===== src/hdl/oahp_pkg.sv =====
// shared types, constants and lookup functions for the heading controller
package oahp_pkg;

   localparam int FRAC_BITS  = 16;
   localparam int UP_SHIFT   = 30 - FRAC_BITS;
   localparam int BEAM_COUNT = 5;
   localparam int BEAM_IDX_W = 3;
   localparam int RANGE_W    = 22;
   localparam int WEIGHT_W   = 12;
   localparam int CW         = 52;   // cordic x/y datapath
   localparam int ZW         = 36;   // cordic angle datapath, q6.30
   localparam int MW         = 33;   // multiplier operand width
   localparam int PW         = 2 * MW;
   localparam int ITER_COUNT = 30;

   localparam logic signed [ZW-1:0] Q30_PI      = 36'sd3373259426;
   localparam logic signed [ZW-1:0] Q30_HALF_PI = 36'sd1686629713;
   localparam logic signed [ZW-1:0] Q30_TWO_PI  = 36'sd6746518852;
   localparam logic signed [CW-1:0] Q30_CORDIC_K = 52'sd652032874;

   localparam longint AVOID_TURN_L =
      (-64'sd858993459 + (64'sd1 <<< (UP_SHIFT - 1))) >>> UP_SHIFT;
   localparam longint AVOID_SPEED_L =
      (64'sd107374182 + (64'sd1 <<< (UP_SHIFT - 1))) >>> UP_SHIFT;
   localparam longint TURN_LIMIT_L =
      (64'sd1610612736 + (64'sd1 <<< (UP_SHIFT - 1))) >>> UP_SHIFT;

   localparam logic signed [17:0] AVOID_TURN  = 18'(AVOID_TURN_L);
   localparam logic [19:0]        AVOID_SPEED = 20'(AVOID_SPEED_L);
   localparam logic signed [17:0] TURN_LIMIT  = 18'(TURN_LIMIT_L);

   typedef enum logic [2:0] {
      CSR_PROP_GAIN    = 3'd0,
      CSR_INTEG_GAIN   = 3'd1,
      CSR_DERIV_GAIN   = 3'd2,
      CSR_CRUISE_SPEED = 3'd3,
      CSR_BEAM_WEIGHTS = 3'd4,
      CSR_MAX_RANGE    = 3'd5,
      CSR_NEAR_LIMIT   = 3'd6
   } csr_idx_type;

   typedef struct packed {
      logic start;
      logic vec;     // 1 vectoring (atan2), 0 rotation (sin/cos)
   } cordic_cmd_type;

   function automatic logic signed [ZW-1:0] atan_q30(input logic [4:0] i);
      logic signed [ZW-1:0] v;
      case (i)
         5'd0:  v = 36'sd843314857;
         5'd1:  v = 36'sd497837829;
         5'd2:  v = 36'sd263043837;
         5'd3:  v = 36'sd133525159;
         5'd4:  v = 36'sd67021687;
         5'd5:  v = 36'sd33543516;
         5'd6:  v = 36'sd16775851;
         5'd7:  v = 36'sd8388437;
         5'd8:  v = 36'sd4194283;
         5'd9:  v = 36'sd2097149;
         5'd10: v = 36'sd1048576;
         5'd11: v = 36'sd524288;
         5'd12: v = 36'sd262144;
         5'd13: v = 36'sd131072;
         5'd14: v = 36'sd65536;
         5'd15: v = 36'sd32768;
         5'd16: v = 36'sd16384;
         5'd17: v = 36'sd8192;
         5'd18: v = 36'sd4096;
         5'd19: v = 36'sd2048;
         5'd20: v = 36'sd1024;
         5'd21: v = 36'sd512;
         5'd22: v = 36'sd256;
         5'd23: v = 36'sd128;
         5'd24: v = 36'sd64;
         5'd25: v = 36'sd32;
         5'd26: v = 36'sd16;
         5'd27: v = 36'sd8;
         5'd28: v = 36'sd4;
         5'd29: v = 36'sd2;
         default: v = '0;
      endcase
      return v;
   endfunction

   function automatic logic signed [ZW-1:0] beam_angle(input logic [BEAM_IDX_W-1:0] i);
      logic signed [ZW-1:0] v;
      case (i)
         3'd0:    v = -36'sd560029376;
         3'd1:    v = -36'sd279287765;
         3'd2:    v = 36'sd1454083;
         3'd3:    v = 36'sd282195457;
         3'd4:    v = 36'sd562937068;
         default: v = '0;
      endcase
      return v;
   endfunction

endpackage


===== src/hdl/oahp_mul.sv =====
// registered signed multiplier shared by all products of the controller
module oahp_mul (
   input  logic                           clock,
   input  logic signed [oahp_pkg::MW-1:0] a_in,
   input  logic signed [oahp_pkg::MW-1:0] b_in,
   output logic signed [oahp_pkg::PW-1:0] p_ff
);

   always_ff @(posedge clock) begin
      p_ff <= oahp_pkg::PW'(a_in) * oahp_pkg::PW'(b_in);
   end

endmodule


===== config.mk =====
export PLATFORM = sky130hd
export DESIGN_NAME = oahp_mul
export DESIGN_NICKNAME = d
export VERILOG_FILES = /design/src/hdl/oahp_pkg.sv /design/src/hdl/oahp_mul.sv
export SDC_FILE = /design/constraint.sdc
export NUM_CORES = 2
export LEC_CHECK = 0
export ABC_CLOCK_PERIOD_IN_PS = 19000
export BUFFER_PORTS_ARGS = -buffer_cell sky130_fd_sc_hd__buf_4
export CAP_MARGIN = 20
export CORE_ASPECT_RATIO = 0.5
export CORE_UTILIZATION = 35
export CTS_BUF_LIST = sky130_fd_sc_hd__clkbuf_4
export DETAILED_ROUTE_END_ITERATION = 10
export PLACE_DENSITY_LB_ADDON = 0.1
export SETUP_SLACK_MARGIN = 0.1
export SYNTH_ARGS = -nofsm -noshare
export SYNTH_HDL_FRONTEND = slang
export SYNTH_SLANG_ARGS = --single-unit

===== constraint.sdc =====
create_clock -name clock -period 19 [get_ports clock]
set_input_delay 3.8 -clock clock [delete_from_list [all_inputs] [get_ports clock]]
set_output_delay 3.8 -clock clock [all_outputs]
set_load 0.1 [all_outputs]

==> metrics.md <==
| Metric | Value |
|---|---|
| DIE AREA | `118000 sq um` |
| Post-synthesis adder-cell area fraction | `62.9%` |
| Max Clk Rate | `83.5 MHz` |
| Slowest CP cell | `fa_1` |
| Flops & latches, synth | `66` |
| Top FF cell, synth | `dfxtp_1` |
| Top reg by flops | `p_ff` |
| Critical-path cell list | `buf_4, nand2_1, inv_1, fa_1, fa_1, fa_1, fa_1, fa_1, fa_1, fa_1, inv_1, fa_1, inv_1, ha_1, nand4_1, nor3_1, o311ai_4, nand3_2, a211oi_1, a311oi_1` |
| Starting DRT DRC Count | `1368` |
| CP Launch Type | `input pin` |
| Final RePlAce weighted congestion | `0.879` |
| Rel. slew slack | `22.5%` |
| Largest regs | `p_ff x66` |
| Core Area | `115000 sq um` |
| Grt total ovfl | `0` |
| DR top layer | `met4` |
| Fill cells | `11900` |
| Max Cap Viol | `0` |
| Root Buffer | `clkbuf_4` |
| H-Tree Level Count | `3` |
| Largest family of logic cells by synthesized area | `adder cells` |
| Required time of the critical path | `19.49 ns` |
| # clock sinks | `66` |
| CP Data Arrival Time | `12.46 ns` |
| Largest net degree at the start of global routing | `34` |
| RSZ-0062 raised after global routing | `no` |
| Worst setup EP type | `flop` |
| Max reg flops | `66` |
| DR WL met3 | `3.69 mm` |
| First-pass GRT wire length | `185 mm` |
| Tcrit/Tclk final | `63.0%` |
| Total GRT Usage | `20.6%` |
| IO Pins | `133` |
| Top cells by area, synth | `fa_1, inv_1, and2_1` |
| Overall die width | `484 microns` |
| Setup TNS | `0 ns` |
| Die height | `243 microns` |
| Yosys warning total | `0` |
| Hold Vio Cnt, Final | `0` |
| Site Rows | `88` |
| Initial antenna violation count | `5` |
| Worst-path clk slew | `0.15 ns` |
| Metal1 wirelength | `48.6 mm` |
| Critical Path Max Stage Delay | `1.33 ns` |
| Hold Path Class | `input pin to flop` |
| Met2 WL post-DR | `61.9 mm` |
| Crit-path most repeated cell | `fa_1` |
| First drt pass iteration count | `5` |
| Syn Nets | `5767` |
| Compound-Gate Fraction of Synth Area | `4.07%` |
| IO Port Bufs | `132` |
| Area Growth Syn to Fin | `5.56%` |
| Final WL | `116 mm` |
| Inserted Clock Buffers | `9` |
| Routed WL per cell | `19.9 microns` |
| NumNets Final | `5693` |
| Async S/R FF share, synth | `0%` |
| Synth Area in Simple Gates | `15.8%` |
| WS Path Type | `input pin to flop` |
| Largest area contributor in the synthesized netlist | `fa_1` |
| Worst Tran Pin Value | `1.15 ns` |
| Mapped Area | `40700 sq um` |
| EDFF count, synth | `0` |
| Seq/Total Area, Yosys | `3.24%` |
| Synth Area in XOR/XNOR | `1.46%` |
| CTS tree | `done` |
| Avg Inst Size Synth | `9.39 sq um` |
| Vias in the first global route | `31100` |
| Setup violations, final | `0` |
| Post-CTS Hold Buffers | `0` |
| Final HPWL DP | `97.2 mm` |
| Via count | `27700` |
| Yosys top cell area share | `56.3%` |
| # DRC | `0` |
| Largest delay contributor family on the critical path | `adder cells` |
| Share of cells above drive strength 1 | `4.40%` |
| Distinct cells, synth | `80` |
| Bufs and invs on worst path | `4` |
| Mux contribution to synthesized area | `0%` |
| Status | `finished, final reports clean` |
| Peak fanout along the critical path | `33` |
| Starting density of the core | `35.3%` |
| Longest Clk Path Bufs | `2` |
| Post-CTS setup repair buffer count | `0` |
| Via-to-Cell Ratio | `4.78` |
| Post-cts gate resize count | `0` |
| Remaining antenna violation count | `0` |
| Tmin final | `11.98 ns` |
| Mapped Cells | `4338` |
| Slew Limit Fails | `0` |
-- path summary, 6_finish.rpt --
kind  startpoint        to  slack, ns  depth (start not counted)
min      b_in[0]   p_ff[0]       3.65                          2
max     a_in[32]  p_ff[64]       7.02                         20
-- synth_stat cells (4+ instances only) --
cell type	n
nand2b_1	12
clkbuf_1	208
buf_2	11
o21a_1	6
nor3_1	7
a21o_1	36
and4_1	5
xor2_1	25
o21ai_0	25
o21bai_1	11
and3_1	5
inv_1	1131
nor2_1	68
and2_1	562
ha_1	217
nor2b_1	5
dfxtp_1	66
xnor2_1	43
a211o_1	6
fa_1	1145
a31oi_1	8
nand3_1	25
a21oi_1	57
o21ai_1	6
nand2_1	551
a211oi_1	7
o211ai_1	4
nand4_1	11
-- cells in the final DEF, fill, tap and decap left out, types with 9 or more instances in the layout --
cell type and count:
buf_4 135, clkbuf_4 9, o21ai_0 25, a21o_1 36, nand4_1 11, nand2_1 551
dfxtp_1 66, and2_1 562, fa_1 1145, nand3_1 25, a21oi_1 57, ha_1 217
inv_1 1131, xor2_1 25, o21bai_1 11, xnor2_1 43, nand2b_1 12, nor2_1 68
-- cell type report --
cell class | count | area [sq um] | area share [%]
timing repair buffer | 136 | 1030 | 2.39
multi-input combinational | 2920 | 34300 | 79.8
clock inverter | 7 | 92.6 | 0.215
antenna | 5 | 12.5 | 0.0291
clock buffer | 9 | 67.6 | 0.157
sequential | 66 | 1320 | 3.07
inverter | 1131 | 4250 | 9.87
tap | 1530 | 1910 | 4.45
-- metal layers --
layer  global-route usage (%)  up-vias
met5                        0        -
met4                     2.97        0
met3                     2.10       65
li1                         -    12200
met1                     26.4    15000
met2                     38.1      443
-- kinds of logic (layout without fill, tap and decap cells) --
family          Yosys count  in the layout
compound gates          219            219
xor+xnor                 68             68
fa+ha+maj              1362           1362
buf+inv                1352           1283
flops                    66             66
other cells               0              5
simple gates           1271           1271
-- metrics by stage --
step / setup WS, ns / hold WS, ns / util (%) / cell area (sq um) / instances
6_report: 7.02 / 3.65 / 37.3 / 43000 / 5804
5_1_grt: 6.93 / 3.62 / 37.3 / 43000 / 5804
4_1_cts: 7.17 / 3.60 / 37.2 / 43000 / 5798
3_5_place_dp: 6.57 / 4.27 / 37.1 / 42800 / 5782
3_3_place_gp: 6.63 / 4.27 / 37.1 / 42800 / 5782
2_1_floorplan: 7.96 / 3.93 / - / 40700 / 4338
Power is not shown: default switching activity piles up to over one toggle a cycle in this logic, so the estimate is an artifact.
