[src/hdl/oahp_pkg.sv]
// shared types, constants and lookup functions for the heading controller
package oahp_pkg;

   localparam int FRAC_BITS  = 16;
   localparam int UP_SHIFT   = 30 - FRAC_BITS;
   localparam int BEAM_COUNT = 5;
   localparam int BEAM_IDX_W = 3;
   localparam int RANGE_W    = 22;
   localparam int WEIGHT_W   = 12;
   localparam int CW         = 52;   // cordic x/y datapath
   localparam int ZW         = 36;   // cordic angle datapath, q6.30
   localparam int MW         = 33;   // multiplier operand width
   localparam int PW         = 2 * MW;
   localparam int ITER_COUNT = 30;

   localparam logic signed [ZW-1:0] Q30_PI      = 36'sd3373259426;
   localparam logic signed [ZW-1:0] Q30_HALF_PI = 36'sd1686629713;
   localparam logic signed [ZW-1:0] Q30_TWO_PI  = 36'sd6746518852;
   localparam logic signed [CW-1:0] Q30_CORDIC_K = 52'sd652032874;

   localparam longint AVOID_TURN_L =
      (-64'sd858993459 + (64'sd1 <<< (UP_SHIFT - 1))) >>> UP_SHIFT;
   localparam longint AVOID_SPEED_L =
      (64'sd107374182 + (64'sd1 <<< (UP_SHIFT - 1))) >>> UP_SHIFT;
   localparam longint TURN_LIMIT_L =
      (64'sd1610612736 + (64'sd1 <<< (UP_SHIFT - 1))) >>> UP_SHIFT;

   localparam logic signed [17:0] AVOID_TURN  = 18'(AVOID_TURN_L);
   localparam logic [19:0]        AVOID_SPEED = 20'(AVOID_SPEED_L);
   localparam logic signed [17:0] TURN_LIMIT  = 18'(TURN_LIMIT_L);

   typedef enum logic [2:0] {
      CSR_PROP_GAIN    = 3'd0,
      CSR_INTEG_GAIN   = 3'd1,
      CSR_DERIV_GAIN   = 3'd2,
      CSR_CRUISE_SPEED = 3'd3,
      CSR_BEAM_WEIGHTS = 3'd4,
      CSR_MAX_RANGE    = 3'd5,
      CSR_NEAR_LIMIT   = 3'd6
   } csr_idx_type;

   typedef struct packed {
      logic start;
      logic vec;     // 1 vectoring (atan2), 0 rotation (sin/cos)
   } cordic_cmd_type;

   function automatic logic signed [ZW-1:0] atan_q30(input logic [4:0] i);
      logic signed [ZW-1:0] v;
      case (i)
         5'd0:  v = 36'sd843314857;
         5'd1:  v = 36'sd497837829;
         5'd2:  v = 36'sd263043837;
         5'd3:  v = 36'sd133525159;
         5'd4:  v = 36'sd67021687;
         5'd5:  v = 36'sd33543516;
         5'd6:  v = 36'sd16775851;
         5'd7:  v = 36'sd8388437;
         5'd8:  v = 36'sd4194283;
         5'd9:  v = 36'sd2097149;
         5'd10: v = 36'sd1048576;
         5'd11: v = 36'sd524288;
         5'd12: v = 36'sd262144;
         5'd13: v = 36'sd131072;
         5'd14: v = 36'sd65536;
         5'd15: v = 36'sd32768;
         5'd16: v = 36'sd16384;
         5'd17: v = 36'sd8192;
         5'd18: v = 36'sd4096;
         5'd19: v = 36'sd2048;
         5'd20: v = 36'sd1024;
         5'd21: v = 36'sd512;
         5'd22: v = 36'sd256;
         5'd23: v = 36'sd128;
         5'd24: v = 36'sd64;
         5'd25: v = 36'sd32;
         5'd26: v = 36'sd16;
         5'd27: v = 36'sd8;
         5'd28: v = 36'sd4;
         5'd29: v = 36'sd2;
         default: v = '0;
      endcase
      return v;
   endfunction

   function automatic logic signed [ZW-1:0] beam_angle(input logic [BEAM_IDX_W-1:0] i);
      logic signed [ZW-1:0] v;
      case (i)
         3'd0:    v = -36'sd560029376;
         3'd1:    v = -36'sd279287765;
         3'd2:    v = 36'sd1454083;
         3'd3:    v = 36'sd282195457;
         3'd4:    v = 36'sd562937068;
         default: v = '0;
      endcase
      return v;
   endfunction

endpackage

[src/hdl/oahp_cordic.sv]
// iterative cordic, one micro-rotation per cycle, rotation and vectoring modes
module oahp_cordic (
   input  logic                           clock,
   input  logic                           reset,
   input  oahp_pkg::cordic_cmd_type       cmd,
   input  logic signed [oahp_pkg::CW-1:0] x_in,
   input  logic signed [oahp_pkg::CW-1:0] y_in,
   input  logic signed [oahp_pkg::ZW-1:0] z_in,
   output logic                           done_ff,
   output logic signed [oahp_pkg::CW-1:0] x_out,
   output logic signed [oahp_pkg::CW-1:0] y_out,
   output logic signed [oahp_pkg::ZW-1:0] z_out
);

   typedef enum logic [2:0] {
      C_IDLE, C_NORM_DN, C_NORM_UP, C_FLIP, C_ITER
   } cstate_type;

   localparam logic [oahp_pkg::CW-1:0] TOP = oahp_pkg::CW'(64'd1 << 40);
   localparam logic [oahp_pkg::CW-1:0] LOW = oahp_pkg::CW'(64'd1 << 39);

   cstate_type                     state_ff;
   logic signed [oahp_pkg::CW-1:0] x_ff, y_ff, sx, sy;
   logic signed [oahp_pkg::ZW-1:0] z_ff, at, z_fold;
   logic [oahp_pkg::CW-1:0]        mx, my;
   logic [4:0]                     i_ff;
   logic                           neg_ff, vec_ff, neg_in;

   always_comb begin
      sx = x_ff >>> i_ff;
      sy = y_ff >>> i_ff;
      at = oahp_pkg::atan_q30(i_ff);
      mx = x_ff[oahp_pkg::CW-1] ? oahp_pkg::CW'(-x_ff) : oahp_pkg::CW'(x_ff);
      my = y_ff[oahp_pkg::CW-1] ? oahp_pkg::CW'(-y_ff) : oahp_pkg::CW'(y_ff);
      // fold the angle into plus or minus half pi
      z_fold = z_in;
      neg_in = 1'b0;
      if (z_in > oahp_pkg::Q30_HALF_PI) begin
         z_fold = z_in - oahp_pkg::Q30_PI;
         neg_in = 1'b1;
      end else if (z_in < -oahp_pkg::Q30_HALF_PI) begin
         z_fold = z_in + oahp_pkg::Q30_PI;
         neg_in = 1'b1;
      end
   end

   assign x_out = neg_ff ? -x_ff : x_ff;
   assign y_out = neg_ff ? -y_ff : y_ff;
   assign z_out = z_ff;

   always_ff @(posedge clock) begin
      if (reset) begin
         state_ff <= C_IDLE;
         done_ff  <= 1'b0;
         i_ff     <= '0;
         neg_ff   <= 1'b0;
         vec_ff   <= 1'b0;
      end else begin
         done_ff <= 1'b0;
         case (state_ff)
            C_IDLE: begin
               if (cmd.start) begin
                  vec_ff <= cmd.vec;
                  i_ff   <= '0;
                  if (cmd.vec) begin
                     x_ff     <= x_in;
                     y_ff     <= y_in;
                     z_ff     <= '0;
                     neg_ff   <= 1'b0;
                     state_ff <= C_NORM_DN;
                  end else begin
                     x_ff     <= oahp_pkg::Q30_CORDIC_K;
                     y_ff     <= '0;
                     z_ff     <= z_fold;
                     neg_ff   <= neg_in;
                     state_ff <= C_ITER;
                  end
               end
            end
            C_NORM_DN: begin
               if (mx >= TOP || my >= TOP) begin
                  x_ff <= x_ff >>> 1;
                  y_ff <= y_ff >>> 1;
               end else begin
                  state_ff <= C_NORM_UP;
               end
            end
            C_NORM_UP: begin
               if (mx < LOW && my < LOW) begin
                  x_ff <= x_ff <<< 1;
                  y_ff <= y_ff <<< 1;
               end else begin
                  state_ff <= C_FLIP;
               end
            end
            C_FLIP: begin
               if (x_ff < 0) begin
                  z_ff <= (y_ff >= 0) ? oahp_pkg::Q30_PI : -oahp_pkg::Q30_PI;
                  x_ff <= -x_ff;
                  y_ff <= -y_ff;
               end
               state_ff <= C_ITER;
            end
            C_ITER: begin
               if ((!vec_ff && z_ff >= 0) || (vec_ff && y_ff <= 0)) begin
                  // rotation with positive residue, or vectoring below axis
                  if (vec_ff) begin
                     x_ff <= x_ff - sy;
                     y_ff <= y_ff + sx;
                     z_ff <= z_ff - at;
                  end else begin
                     x_ff <= x_ff - sy;
                     y_ff <= y_ff + sx;
                     z_ff <= z_ff - at;
                  end
               end else begin
                  x_ff <= x_ff + sy;
                  y_ff <= y_ff - sx;
                  z_ff <= vec_ff ? z_ff + at : z_ff + at;
               end
               if (i_ff == 5'(oahp_pkg::ITER_COUNT - 1)) begin
                  done_ff  <= 1'b1;
                  state_ff <= C_IDLE;
               end else begin
                  i_ff <= i_ff + 5'd1;
               end
            end
            default: state_ff <= C_IDLE;
         endcase
      end
   end

endmodule

[config.mk]
export PLATFORM = sky130hd
export DESIGN_NAME = oahp_cordic
export DESIGN_NICKNAME = d
export VERILOG_FILES = /design/src/hdl/oahp_pkg.sv /design/src/hdl/oahp_cordic.sv
export SDC_FILE = /design/constraint.sdc
export NUM_CORES = 2
export LEC_CHECK = 0
export BUFFER_PORTS_ARGS = -buffer_cell sky130_fd_sc_hd__buf_2
export CAP_MARGIN = 20
export CELL_PAD_IN_SITES_DETAIL_PLACEMENT = 2
export CELL_PAD_IN_SITES_GLOBAL_PLACEMENT = 2
export CORE_UTILIZATION = 40
export CTS_CLUSTER_SIZE = 30
export DETAILED_ROUTE_END_ITERATION = 16
export GPL_ROUTABILITY_DRIVEN = 0
export PLACE_DENSITY_LB_ADDON = 0.1
export SKIP_LAST_GASP = 1
export SLEW_MARGIN = 0
export SYNTH_ARGS = -nofsm -noshare
export SYNTH_HDL_FRONTEND = slang
export SYNTH_SLANG_ARGS = --single-unit
[constraint.sdc]
create_clock -name clock -period 26.3 [get_ports clock]
set_input_delay 1.315 -clock clock [delete_from_list [all_inputs] [get_ports clock]]
set_output_delay 1.315 -clock clock [all_outputs]
set_load 0.02 [all_outputs]
==> results.txt <==
clock root cell - clkbuf_16
Worst Hold Class - reg2reg
drt wl/cell - 30.3 um
initial antenna violation count - 2
Via density - 6.90
synth top area cells - edfxtp_1 13%, mux4_2 8.8%, xnor2_1 8.3%
FMAX - 105 MHz
cell count after synthesis - 4123
final setup fails - 0
capture point of the worst reg-to-reg path - x_ff[46]$_DFFE_PP_
GRT Total Usage - 37.0%
Routed WL - 159 mm
clock share of power - 12.2%
fill cell count - 9488
Core Util, Final - 43.4%
sequential fraction of the synthesis area - 15.2%
Hold WS - 614 ps
CP arrival - 9760 ps
Pint - 1.10 mW
CTS tree - done
io pins - 285
Nets - 4457
Die X - 289 um
pre-CTS worst setup slack - 17100 ps
Final Hold Violating Endpoints - 0
syn_nets - 4429
Final min period - 9500 ps
Lkg Pwr - 13.1 nW
Die Footprint - 83800 um^2
P_sw - 1.23 mW
Sink Count - 181
Yosys warning count - 0
FFs w/ async S/R, synth - 0%
total negative slack - 0 ps
CTS max path bufs - 2
switching portion of total power - 52.8%
power consumption - 2.33 mW
min setup slack post-route - 16800 ps
crit path kind - reg2reg
crit path cell chain - buf_4 -> buf_4 -> mux4_2 -> mux2_2 -> a222oi_1 -> and4_1 -> nand4bb_1 -> or2_2 -> inv_1 -> nand2_1 -> o31ai_1 -> xor2_1 -> ha_1 -> a21oi_1 -> o21a_1 -> nor3b_1 -> o2111ai_1 -> a31oi_1 -> o21ai_0 -> o41ai_1 -> nor3_1 -> a211oi_1 -> xor2_1 -> o211ai_1
Worst Skew - 25.8 ps
cells resized by post-CTS repair - 0
HPWL Detailed - 121 mm
Worst Path Max Fanout - 61
Slew Viols, Final - 0
CP required - 26560 ps
initial core utilization - 40.3%
Crit. End Element - register
Max VDD drop - 0.0604 mV
Slew HR - 21.1%
outcome - finished, final reports clean
CORE AREA - 82000 um^2
CTS clk-pin slew, worst paths - 100 ps
Tcrit/Tclk final - 36.1%
vias in the first global route - 37.4k
IO Port Bufs - 284
Area Overhead vs Synth - 7.65%
worst reg-to-reg setup slack - 16800 ps
Pre-antenna DRT Iters - 6
post-CTS setup buffer count - 0
Worst Setup SP - i_ff[1]$_SDFFE_PP0P_
CP peak stage delay - 880 ps
share of cells above drive strength 1 - 17.1%
pwr/cell area - 65.6 nW/um^2
Worst Setup EP - x_ff[46]$_DFFE_PP_
length in cells of the worst reg-to-reg path - 24
Reg power frac - 20.1%
Synth area leader - edfxtp_1
Max-Cap Viols - 0
Synth Cell Area - 33100 um^2
RR Startpoint - i_ff[1]$_SDFFE_PP0P_
Mean Syn Cell Area - 8.02 um^2
routed via count - 36.1k
post-synth top area share - 12.7%
H-tree Lvls - 4
critical path launch point type - register
Starting DRT DRC Count - 3284
pin count of the biggest net entering global routing - 80
Slew @ Worst Pin - 1170 ps
Final ANT Viol Nets - 0
TritonCTS Buffers - 17
synth unique cells - 104
total grt overflow - 0
hold_buf cts - 0
Die Height - 289 um
combinational share of power - 67.7%
CP max stage cell - dfxtp_4
Synth Register Bits - 181
Worst-Skew Late Latency - 540 ps
predominant post-synthesis flop cell - edfxtp_1
RSZ-0062 raised after global routing - false
Post-synth EDFFs - 140
global-route wire length before repair - 237 mm
DRC Markers - 0
row count - 105
-- kinds of logic (layout without fill, tap and decap cells) --
logic type	after synthesis	in the layout	share of synthesized area, %
compound gates	1263	1263	26.0
simple gates	1266	1266	19.0
mux	345	345	15.7
xor+xnor	462	462	12.2
fa+ha+maj	162	162	6.20
flops	181	181	15.2
buf+inv	444	485	5.69
other cells	0	1	0
-- Yosys cell counts (all sizes together) (120+ instances only) --
cell,count
nor2,272
clkbuf,245
buf,120
o21ai,260
ha,159
a21oi,271
xnor2,314
xor2,148
mux4,130
nand2,394
edfxtp,140
mux2i,138
-- flip-flops by register name (all words and copies together) (netlist names), 3 cells and up --
register  count
x_ff         52
z_out        36
at           30
state_ff      3
i_ff          5
y_ff         52
-- layout make-up --
| class | instances | area [um^2] | area share (%) |
|---|---|---|---|
| Multi-Input combinational cell | 3498 | 26200 | 73.7 |
| Sequential cell | 181 | 5050 | 14.2 |
| Timing Repair Buffer | 374 | 2100 | 5.89 |
| Tap cell | 1070 | 1340 | 3.76 |
| Clock buffer | 17 | 425 | 1.20 |
| Inverter | 79 | 297 | 0.833 |
| Clock inverter | 15 | 135 | 0.380 |
| Antenna cell | 1 | 2.50 | 0.00703 |
-- per-stage QoR --
| step | area [um^2] | std cells |
|---|---|---|
| floorplan | 33100 | 4123 |
| global placement | 35000 | 5202 |
| detailed placement | 35000 | 5202 |
| CTS | 35600 | 5234 |
| global route | 35600 | 5234 |
| finish | 35600 | 5235 |
-- critical path, delay by kind of cell, from the launching register on --
family                   cells  cell delay, ps
buffers and inverters        3            1740
AO/OA/AOI/OAI               10            3470
XOR/XNOR                     2             450
flip-flops                   1             880
adder cells (fa/ha/maj)      1             320
multiplexers                 2             700
AND/OR/NAND/NOR              6            1530
-- routing by layer --
layer	share of wire, %	routed length (um)	global-route usage, %	up-vias
met5	0.0082	13	0	-
met4	6.3	9940	22.2	2
met3	6.3	9940	5.77	428
met2	48	76700	62.9	1516
met1	39	62100	44.1	18400
li1	-	-	-	15800
-- worst min path at each step --
stage	start	to	slack [ps]	cells past startpoint
after CTS	vec_ff$_SDFFE_PP0P_	vec_ff$_SDFFE_PP0P_	610	2
after global routing	vec_ff$_SDFFE_PP0P_	vec_ff$_SDFFE_PP0P_	640	2
final	vec_ff$_SDFFE_PP0P_	vec_ff$_SDFFE_PP0P_	610	2
after detailed placement	vec_ff$_SDFFE_PP0P_	vec_ff$_SDFFE_PP0P_	580	2
after floorplan	vec_ff$_SDFFE_PP0P_	vec_ff$_SDFFE_PP0P_	480	2
after global placement	vec_ff$_SDFFE_PP0P_	vec_ff$_SDFFE_PP0P_	550	2
-- cells in the final DEF, fill, tap and decap left out, types with 97 or more instances in the layout --
cell type    n
nand2_1    393
xnor2_1    314
buf_2      284
a21oi_1    271
nor2_1     268
o21ai_0    248
ha_1       159
xor2_1     148
edfxtp_1   140
mux2i_1    136
mux4_2     129
nand3_1     97
-- power by group through the flow --
stage / combinational [mW] / sequential, mW / clock, mW
after CTS: 1.57 / 0.464 / 0.289
after global placement: 1.51 / 0.466 / 0
final: 1.58 / 0.468 / 0.285
after detailed placement: 1.55 / 0.469 / 0
after global routing: 1.70 / 0.470 / 0.295
after floorplan: 1.13 / 0.406 / 0
Power figures use the tool's default switching activity.
